[src/hdl/gbtsd_pkg.sv]
// ----------------------------------------------------------------------------
// gbtsd_pkg
// Types, modulation codes and training/sync sequence tables for the GSM burst
// training sequence detector. Every table entry holds the first burst bit in
// its MSB.
// ----------------------------------------------------------------------------
package gbtsd_pkg;

  localparam int NRM_LEN   = 26;
  localparam int ACC_LEN   = 41;
  localparam int SYN_LEN   = 64;
  localparam int PSK_LEN   = 78;
  localparam int PSK_HALF  = 39;
  localparam int NRM_SETS  = 4;
  localparam int PSK_SETS  = 2;
  localparam int TSC_CODES = 8;
  localparam int ACC_SEQS  = 4;
  localparam int SYN_SEQS  = 4;

  typedef enum logic [1:0] {
    MOD_GMSK  = 2'd0,
    MOD_8PSK  = 2'd1,
    MOD_OTHER = 2'd2,
    MOD_SPARE = 2'd3
  } modulation_t;

  typedef struct packed {
    logic                is_nope;
    logic [1:0]          modulation;
    logic [2:0]          timeslot;
    logic [NRM_LEN-1:0]  normal_window;
    logic [ACC_LEN-1:0]  access_window;
    logic [SYN_LEN-1:0]  sync_window;
    logic [PSK_HALF-1:0] psk_window_first;
    logic [PSK_HALF-1:0] psk_window_second;
  } burst_t;

  typedef struct packed {
    logic       found;
    logic       access_burst;
    logic [1:0] tsc_set;
    logic [2:0] tsc;
  } detect_t;

  localparam logic [NRM_LEN-1:0] NRM_TAB [NRM_SETS][TSC_CODES] = '{
    '{
      26'b00100101110000100010010111,
      26'b00101101110111100010110111,
      26'b01000011101110100100001110,
      26'b01000111101101000100011110,
      26'b00011010111001000001101011,
      26'b01001110101100000100111010,
      26'b10100111110110001010011111,
      26'b11101111000100101110111100
    },
    '{
      26'b01100010001001001111010111,
      26'b01011110100110111011100001,
      26'b01000001011000111011101100,
      26'b00101101110111001111010000,
      26'b01110100111101001110111110,
      26'b01000001001101010011110011,
      26'b00010000110100001101110101,
      26'b01000101110011111100101001
    },
    '{
      26'b11000010010001111010100010,
      26'b00101111100010010100001000,
      26'b11001000111110111010110110,
      26'b00110000101001100000101100,
      26'b00011110101110100001000110,
      26'b11001111010101111001000000,
      26'b10111001101011111100010000,
      26'b11100101111011100000100100
    },
    '{
      26'b11001110100000100011010000,
      26'b01100010000101000101110000,
      26'b11100100000101010011100000,
      26'b01101100111110101000011000,
      26'b11011000010000100010110000,
      26'b11010011111110100011010110,
      26'b00100111111100101010110000,
      26'b01011100000010100110001110
    }
  };

  localparam logic [ACC_LEN-1:0] ACC_TAB [ACC_SEQS] = '{
    41'b0100101101_1111111001_1001101010_1000111100_0,
    41'b0101010011_1110001000_0110001011_1100100110_1,
    41'b1110111100_1001110101_0110000011_0110111011_1,
    41'b1100100111_0001001110_0000000011_0101011001_0
  };

  localparam logic [2:0] ACC_CODE [ACC_SEQS] = '{3'd0, 3'd1, 3'd2, 3'd4};

  localparam logic [SYN_LEN-1:0] SYN_TAB [SYN_SEQS] = '{
    64'b10111001_01100010_00000100_00001111_00101101_01000101_01110110_00011011,
    64'b11101110_01101011_00101000_00111110_11110100_01111110_11001011_00010101,
    64'b11101100_00110111_01010001_01011010_01111000_00010000_00100011_01001110,
    64'b10111010_00111101_11010110_11110100_10001011_01000000_10001110_10011000
  };

  localparam logic [PSK_LEN-1:0] PSK_TAB [PSK_SETS][TSC_CODES] = '{
    '{
  78'b11111100_11111110_01111001_00100111_11111111_11001111_11111100_11111110_01111001_001001,
  78'b11111100_11110010_01111001_00100111_10010010_01001111_11111100_11110010_01111001_001001,
  78'b11100111_11111111_11001001_00111100_10010011_11001111_11100111_11111111_11001001_001111,
  78'b11100111_11111110_01001001_00111100_10011110_01111111_11100111_11111110_01001001_001111,
  78'b11111111_10010011_11001111_00100100_11111110_01111111_11111111_10010011_11001111_001001,
  78'b11100111_11110010_01001111_00111100_10011111_11111111_11100111_11110010_01001111_001111,
  78'b00111100_11111110_01001001_00100111_10010011_11111111_00111100_11111110_01001001_001001,
  78'b00100100_11110010_01001001_11111111_10011111_11001111_00100100_11110010_01001001_111111
    },
    '{
  78'b11111111_11111110_01111001_00111111_11111110_01111001_11111100_10010011_11001001_001111,
  78'b11100100_10010011_11001001_11100111_10010010_01001001_11111100_10011110_01001111_111111,
  78'b00111100_11111110_01001001_11100111_10010010_01001001_11100111_10011111_11001001_111111,
  78'b11111100_11110010_01001111_00100100_10011110_01001001_00111111_10011110_01001001_111111,
  78'b11100100_10010011_11001111_11100100_11111111_11111111_00111100_10011111_11111001_111111,
  78'b11100111_10010010_01001111_00111100_10010011_11001001_11111111_11110011_11111001_111111,
  78'b00100100_10010011_11001111_00100111_10011111_11111001_00100111_10010010_01111001_111111,
  78'b00100100_10010010_01001111_11100111_10011110_01001111_11100111_11111111_11111001_001111
    }
  };

endpackage

[src/hdl/gsm_burst_training_sequence_detect.sv]
// ----------------------------------------------------------------------------
// gsm_burst_training_sequence_detect
// Exact-match detector for GSM normal, access, sync and 8-PSK training
// sequences in one hard-bit burst.
// ----------------------------------------------------------------------------
// Usage:
//   Input channel (in_valid/in_ready) carries one burst word: the request
//   flags and the burst windows cut at the standard training positions, the
//   first burst bit in each window's MSB.
//   Output channel (out_valid/out_ready) carries one result word per burst:
//   found, access_burst, tsc_set and tsc; all zero when nothing matched.
//   From acceptance the burst is held in the input register while the
//   comparators and priority encoder feed the result register, which
//   drives out_valid.
//   Throughput is one burst per cycle while out_ready stays high; the rate is
//   set by the single comparator bank between the input and result registers.
//   When out_ready is low the result register holds its word and the input
//   register still accepts one more burst; in_ready drops only when both
//   registers are full.
//   Synchronous reset (rst) clears both valid flags; the data is not reset.
// ----------------------------------------------------------------------------
module gsm_burst_training_sequence_detect (
  input  logic        clk,
  input  logic        rst,
  input  logic        in_valid,
  output logic        in_ready,
  input  logic        is_nope,
  input  logic [1:0]  modulation,
  input  logic [2:0]  timeslot,
  input  logic [25:0] normal_window,
  input  logic [40:0] access_window,
  input  logic [63:0] sync_window,
  input  logic [38:0] psk_window_first,
  input  logic [38:0] psk_window_second,
  output logic        out_valid,
  input  logic        out_ready,
  output logic        found,
  output logic        access_burst,
  output logic [1:0]  tsc_set,
  output logic [2:0]  tsc
);

  gbtsd_pkg::burst_t  burst;
  logic               burst_valid;
  gbtsd_pkg::detect_t detect;
  gbtsd_pkg::detect_t result;
  logic               advance;

  assign advance  = !out_valid || out_ready;
  assign in_ready = !burst_valid || advance;

  always_ff @(posedge clk) begin
    if (rst) begin
      burst_valid <= 1'b0;
    end else if (in_ready) begin
      burst_valid <= in_valid;
    end
  end

  always_ff @(posedge clk) begin
    if (in_ready && in_valid) begin
      burst <= '{is_nope:           is_nope,
                 modulation:        modulation,
                 timeslot:          timeslot,
                 normal_window:     normal_window,
                 access_window:     access_window,
                 sync_window:       sync_window,
                 psk_window_first:  psk_window_first,
                 psk_window_second: psk_window_second};
    end
  end

  gbtsd_match u_match (
    .burst  (burst),
    .detect (detect)
  );

  always_ff @(posedge clk) begin
    if (rst) begin
      out_valid <= 1'b0;
    end else if (advance) begin
      out_valid <= burst_valid;
    end
  end

  always_ff @(posedge clk) begin
    if (advance && burst_valid) begin
      result <= detect;
    end
  end

  assign found        = result.found;
  assign access_burst = result.access_burst;
  assign tsc_set      = result.tsc_set;
  assign tsc          = result.tsc;

endmodule

[src/hdl/gbtsd_match.sv]
// ----------------------------------------------------------------------------
// gbtsd_match
// Compares the windows of one registered burst against every sequence table
// in parallel and picks the first hit in priority order among the tables that the modulation selects.
// ----------------------------------------------------------------------------
module gbtsd_match (
  input  gbtsd_pkg::burst_t  burst,
  output gbtsd_pkg::detect_t detect
);

  logic [gbtsd_pkg::NRM_SETS-1:0][gbtsd_pkg::TSC_CODES-1:0] nrm_hit;
  logic [gbtsd_pkg::PSK_SETS-1:0][gbtsd_pkg::TSC_CODES-1:0] psk_hit;
  logic [gbtsd_pkg::ACC_SEQS-1:0]                           acc_hit;
  logic [gbtsd_pkg::SYN_SEQS-1:0]                           syn_hit;
  logic [gbtsd_pkg::PSK_LEN-1:0]                            psk_word;

  assign psk_word = {burst.psk_window_first, burst.psk_window_second};

  always_comb begin
    for (int j = 0; j < gbtsd_pkg::NRM_SETS; j++) begin
      for (int k = 0; k < gbtsd_pkg::TSC_CODES; k++) begin
        nrm_hit[j][k] = (burst.normal_window == gbtsd_pkg::NRM_TAB[j][k]);
      end
    end
    for (int j = 0; j < gbtsd_pkg::PSK_SETS; j++) begin
      for (int k = 0; k < gbtsd_pkg::TSC_CODES; k++) begin
        psk_hit[j][k] = (psk_word == gbtsd_pkg::PSK_TAB[j][k]);
      end
    end
    for (int k = 0; k < gbtsd_pkg::ACC_SEQS; k++) begin
      acc_hit[k] = (burst.access_window == gbtsd_pkg::ACC_TAB[k]);
    end
    for (int k = 0; k < gbtsd_pkg::SYN_SEQS; k++) begin
      syn_hit[k] = (burst.sync_window == gbtsd_pkg::SYN_TAB[k]);
    end
  end

  // Walk from lowest to highest priority so the first hit is written last.
  always_comb begin
    detect = '0;
    if (!burst.is_nope) begin
      case (gbtsd_pkg::modulation_t'(burst.modulation))
        gbtsd_pkg::MOD_GMSK: begin
          if (burst.timeslot == 3'd0) begin
            for (int k = gbtsd_pkg::SYN_SEQS - 1; k >= 0; k--) begin
              if (syn_hit[k]) begin
                detect.found        = 1'b1;
                detect.access_burst = 1'b0;
                detect.tsc_set      = 2'd0;
                detect.tsc          = 3'(k);
              end
            end
          end
          for (int k = gbtsd_pkg::ACC_SEQS - 1; k >= 0; k--) begin
            if (acc_hit[k]) begin
              detect.found        = 1'b1;
              detect.access_burst = 1'b1;
              detect.tsc_set      = 2'd0;
              detect.tsc          = gbtsd_pkg::ACC_CODE[k];
            end
          end
          for (int j = gbtsd_pkg::NRM_SETS - 1; j >= 0; j--) begin
            for (int k = gbtsd_pkg::TSC_CODES - 1; k >= 0; k--) begin
              if (nrm_hit[j][k]) begin
                detect.found        = 1'b1;
                detect.access_burst = 1'b0;
                detect.tsc_set      = 2'(j);
                detect.tsc          = 3'(k);
              end
            end
          end
        end
        gbtsd_pkg::MOD_8PSK: begin
          for (int j = gbtsd_pkg::PSK_SETS - 1; j >= 0; j--) begin
            for (int k = gbtsd_pkg::TSC_CODES - 1; k >= 0; k--) begin
              if (psk_hit[j][k]) begin
                detect.found        = 1'b1;
                detect.access_burst = 1'b0;
                detect.tsc_set      = 2'(j);
                detect.tsc          = 3'(k);
              end
            end
          end
        end
        default: begin
          detect = '0;
        end
      endcase
    end
  end

endmodule
[config.mk]
export PLATFORM = sky130hd
export DESIGN_NAME = gsm_burst_training_sequence_detect
export DESIGN_NICKNAME = d
export VERILOG_FILES = /design/src/hdl/gbtsd_pkg.sv /design/src/hdl/gsm_burst_training_sequence_detect.sv /design/src/hdl/gbtsd_match.sv
export SDC_FILE = /design/constraint.sdc
export NUM_CORES = 1
export LEC_CHECK = 0
export BUFFER_PORTS_ARGS = -buffer_cell sky130_fd_sc_hd__buf_2
export CORE_MARGIN = 5
export CORE_UTILIZATION = 40
export DETAILED_ROUTE_END_ITERATION = 6
export PLACE_DENSITY = 0.66
export SLEW_MARGIN = 20
export SYNTH_ARGS = -nofsm -noshare
export SYNTH_HDL_FRONTEND = slang
export SYNTH_SLANG_ARGS = --single-unit
[constraint.sdc]
create_clock -name clk -period 15.65 [get_ports clk]
set_input_delay 3.13 -clock clk [delete_from_list [all_inputs] [get_ports clk]]
set_output_delay 3.13 -clock clk [all_outputs]
set_load 0.01 [all_outputs]
**Word-level counts from Yosys, hierarchy flattened**

Index checks and enable logic that the tools add are counted.

- Bits in registers: 224
- Output and inout port bits: 9
- Logic and storage cells: 137

- Eq/ne operators: 57
- Muxes and demuxes: 58
- Reductions and logical operators: 8

Operators by type and width:

| kind | number |
|---|---|
| $eq A78 B78 Y1 const B | 11 |
| $mux W7 | 57 |
| $eq A78 B76 Y1 const B | 5 |
| $eq A26 B25 Y1 const B | 12 |
| $eq A26 B26 Y1 const B | 11 |
| $eq A64 B64 Y1 const B | 4 |
| $eq A26 B24 Y1 const B | 6 |
| $eq A41 B40 Y1 const B | 2 |
| $eq A41 B41 Y1 const B | 2 |
| $eq A26 B23 Y1 const B | 3 |
| $pmux W7 S2 | 1 |
| $logic_not A3 Y1 | 1 |
| $eq A2 B1 Y1 const B | 1 |
| $logic_and A1 B1 Y1 | 2 |
| $logic_not A1 Y1 | 2 |
| $logic_not A2 Y1 | 1 |
| $logic_or A1 B1 Y1 | 2 |

**Logic depth before layout (Yosys ltp)**

- Depth after elaboration: 43
- Mapped depth: 9
- Gate-level depth less buffers: 8

**Modules after synthesis**

A second synthesis with hierarchy kept.

- Cells, all modules: 956
- Area total of the unflattened synthesis: 11404.7 µm²

By module, submodules not included:

| module | instances | cells an instance | area each (µm²) |
|---|---|---|---|
| gsm_burst_training_sequence_detect | 1 | 232 | 6770.2 |
| gbtsd_match | 1 | 724 | 4634.4 |

**Worst setup path after synthesis**

Ideal clock, no wire load.

- Path kind: input port to flip-flop
- Start: in out_ready
- End: reg burst[0] (netlist name)
- Library setup time: 0.603 ns
- Arrival: 8.253 ns
- Data required time: 15.047 ns
- Path slack: 6.793 ns
- Stages on the path: 3
- Path through: nor2b_1 nand2_1 and2_1

- Word-level cells in the longest chain between the ends: 3

RTL lines:

| what | line | text |
|---|---|---|
| start, declared | gsm_burst_training_sequence_detect.sv:36 | `input logic out_ready,` |
| $logic_or A1 B1 Y1 | gsm_burst_training_sequence_detect.sv:49 | `assign advance = !out_valid \|\| out_ready;` |
| $logic_or A1 B1 Y1 | gsm_burst_training_sequence_detect.sv:50 | `assign in_ready = !burst_valid \|\| advance;` |
| via in_ready | gsm_burst_training_sequence_detect.sv:26 | `output logic in_ready,` |
| $logic_and A1 B1 Y1 | gsm_burst_training_sequence_detect.sv:61 | `if (in_ready && in_valid) begin` |

The timed path passes the listed nets, and every way through them passes these cells.
A chain may end at the register's enable or synchronous reset.

**Final worst setup path**

- Start: in out_ready
- End: out in_ready

- Word-level cells in the longest chain between the ends: 2

RTL lines:

| what | line |
|---|---|
| $logic_or A1 B1 Y1 | gsm_burst_training_sequence_detect.sv:49 |
| $logic_or A1 B1 Y1 | gsm_burst_training_sequence_detect.sv:50 |
| end, declared | gsm_burst_training_sequence_detect.sv:26 |

No other way between the ends.

==> results.tsv <==
stage	metric	value	unit
routing	Avg WL per Cell	21.83	microns
final_layout	Non-Filler Instances	1378	
placement	Placed Instance Area	11690	sq um
routing	Routed Antenna Nets	0	
floorplanning	# rows	58	
sta	Final Max Slew Viols	0	
final_layout	Layout Utilization	49.77	%
synth	Post-synth EDFFs	222	
worst_setup_path	WP data required	12.52	ns
floorplanning	die area	28640	sq um
cts	post-CTS setup buffer count	0	
synth	Mapped Avg Cell Area	12.97	sq um
worst_setup_path	CP top delay family	simple AND/OR/NAND/NOR gates	
floorplanning	die height	169.2	microns
synth	main area contributors after synthesis	edfxtp_1, nand4_1, nor4_1	
cts	H-tree depth	1	
cts	Num CTS Buffers	24	
cts	post-CTS sizing	0	
floorplanning	Die Wd	169.2	microns
placement	routability cong.	0.9632	
synth	fraction of registers with async set/reset	0	%
sta	Tcrit/Tclk final	43.59	%
global_routing	global route overflow	0	
worst_setup_path	Reg2Reg Depth	8	
hold_path	min-delay src	burst_valid	
cts	Clock Latency Late Sink	0.54	ns
worst_setup_path	r2r endpoint	tsc[0]	
worst_setup_path	slowest stage delay, CP	0.21	ns
final_layout	final instance area	12500	sq um
routing	DR iter-0 viols	704	
synth	top_reg_cell synth	edfxtp_1	
synth	flops & latches, synth	224	
global_routing	vias in the first global route	8120	
sta	Final WS setup	8.829	ns
cts	CTS sink cnt	224	
cts	Clock Pin Slew Worst Setup and Hold Paths	0.06	ns
hold_path	worst hold endpoint	out_valid	
routing	drt first pass iters	5	
worst_setup_path	Worst setup SP type	input pin	
sta	Hold Slack	0.5194	ns
cts	Root Driver	clkbuf_16	
pwr	pwr/cell area	109.3	nW/um^2
sta	FMAX	146.6	MHz
final_layout	Register Area	6706	sq um
worst_setup_path	Critical Path End Type	primary output	
hold_path	worst hold path type	register to register	
status	outcome	completed	
global_routing	initial antenna violation count	4	
global_routing	first-pass GRT wire length	45310	microns
worst_setup_path	r2r setup slk	11.97	ns
worst_setup_path	CP max stage cell	nor2b_1	
sta	RSZ-0062 raised after global routing	false	
synth	Syn Inst Count	782	
routing	drt drc	0	
sta	setup TNS	0	ns
placement	input/output buffers	227	
worst_setup_path	CP Max Fanout	4	
synth	Seq/Total Area, Yosys	66.12	%
final_layout	Fillers	2304	
synth	post-synth top area share	65.72	%
worst_setup_path	WP data arrival	3.69	ns
floorplanning	Initial Util	40.40	%
sta	Final min period	6.821	ns
pwr	Leak Pwr	4.276	nW
final_layout	layout cells sized above 1	27.22	%
cts	TritonCTS clock tree	done	
sta	final-report setup violation count	0	
pwr	total power	1.366	mW
floorplanning	Top Ports	228	
run	max_cap viols	0	
synth	Ys Warns	0	
routing	via count	8039	
cts	CTS hold repair buffers	0	
global_routing	met3 Use GR	4.100	%
floorplanning	Core Region	25110	sq um
global_routing	largest net degree at the start of global routing	84	
worst_setup_path	crit path cell chain	buf_2 -> nor2b_1 -> nand2_1 -> buf_2	
sta	Rel. slew slack	24.06	%
synth	post-synth net total	1001	
routing	WL final	30090	microns
placement	Placed Cells	1333	
final_layout	Multi-input gate area	3393	sq um
worst_setup_path	cell mode on critical path	buf_2	
worst_setup_path	Buffers & Inverters on Critical Path	2	
final_layout	Nets	1248	
worst_setup_path	kind of critical path	input pin to primary output	
synth	Netlist cell types	46	
placement	post-detail-place hpwl	23590	microns
global_routing	most used routing layer	met2	
final_layout	synth-to-layout area growth	23.19	%
sta	Final Hold Viols	0	
routing	Via density	5.834	
cts	CTS Buffer Depth	3	
sta	Worst Tran Pin Value	1.137	ns
global_routing	met1 usage	27.84	%
global_routing	GRT Total Usage	20.19	%
global_routing	grt met2 use	33.02	%
sta	final setup skew	0.02339	ns
synth	cell taking the most area after synthesis	edfxtp_1	
pwr	Max IR drop VDD	0.09556	mV
hold_path	Cells on Worst Hold Path	2	
synth	Syn Std Cell Area	10140	sq um
worst_setup_path	Critical R2R Launch	burst[142]	
placement	dpl ws	8.827	ns
[how the worst max path moves through the flow]
| stage | startpoint | endpoint | cells past startpoint | slack, ns |
|---|---|---|---|---|
| 2_1_floorplan | out_ready | burst[0] | 3 | 6.79 |
| 3_3_place_gp | out_ready | in_ready | 4 | 8.85 |
| 3_5_place_dp | out_ready | in_ready | 4 | 8.83 |
| 4_1_cts | out_ready | in_ready | 4 | 8.82 |
| 5_1_grt | out_ready | in_ready | 4 | 8.75 |
| 6_report | out_ready | in_ready | 4 | 8.83 |
[cell usage after synthesis, types with 5 or more instances]
master	count
nand4b_1	15
clkbuf_1	9
nand4bb_1	5
nand2b_1	6
and2_1	11
nor2b_1	33
and4b_1	12
nor4bb_1	27
nor4_1	59
edfxtp_1	222
and3_1	13
or4_1	9
or3_1	6
nand3_1	44
nand2_1	69
nor2_1	53
a21oi_1	6
nor3b_1	12
nand4_1	59
o21ai_0	7
or2_2	5
nor4b_1	19
nor3_1	33
and4_1	8
[cells in the final DEF, fill, tap and decap left out, types with 6 or more instances in the layout]
cell type | netlist | final
buf_2 | 1 | 227
nand4_1 | 59 | 59
nor4b_1 | 19 | 19
nor4_1 | 59 | 59
edfxtp_1 | 222 | 222
nor4bb_1 | 27 | 27
and2_1 | 11 | 10
and4b_1 | 12 | 12
nand2b_1 | 6 | 6
and3_1 | 13 | 13
nand2_1 | 69 | 69
or3_1 | 6 | 6
nor3_1 | 33 | 33
clkbuf_16 | 0 | 24
and4_1 | 8 | 8
nor2b_1 | 33 | 33
nor2_1 | 53 | 53
nand3_1 | 44 | 44
o21ai_0 | 7 | 7
nand4b_1 | 15 | 15
nor3b_1 | 12 | 12
a21oi_1 | 6 | 6
clkinv_2 | 0 | 7
or4_1 | 9 | 9
[state kept, by name, indices dropped and copies added (netlist names)]
register / count
burst: 215
tsc: 3
tsc_set: 2
access_burst: 1
burst_valid: 1
found: 1
out_valid: 1
[power by group]
part	leakage, nW	switching (mW)	internal, mW
logic	1.71	0.0413	0.0340
registers	2.18	0.0262	0.701
clock network	0.384	0.240	0.324
total	4.28	0.307	1.06
[kinds of logic (layout without fill, tap and decap cells)]
logic type / after synthesis / count (layout) / share of synthesized area [%]
other: 0 / 1 / 0
and+or+nand+nor: 511 / 511 / 30.99
buffers and inverters: 12 / 277 / 0.4564
AOI/OAI and AO/OA: 35 / 35 / 2.442
DFF: 224 / 224 / 66.12
[cell type report]
| cell class | instances | area share (%) |
|---|---|---|
| Timing Repair Buffer | 231 | 9.332 |
| Sequential cell | 224 | 53.67 |
| Tap cell | 330 | 3.304 |
| Inverter | 2 | 0.06008 |
| Clock buffer | 26 | 4.946 |
| Antenna cell | 1 | 0.02003 |
| Multi-Input combinational cell | 546 | 27.16 |
| Clock inverter | 18 | 1.512 |
[worst min-delay path, delay by kind of cell (launching register included)]
kind,cells,cell delay [ns]
flops,1,0.33
simple gates,2,0.14
[metal layers]
metal | routed length, microns | vias to the layer above
met5 | 34 | -
met2 | 14040 | 366
met3 | 2268 | 57
met1 | 12930 | 3892
li1 | - | 3720
met4 | 817 | 4
No activity file was read; power rests on OpenSTA's default activity.
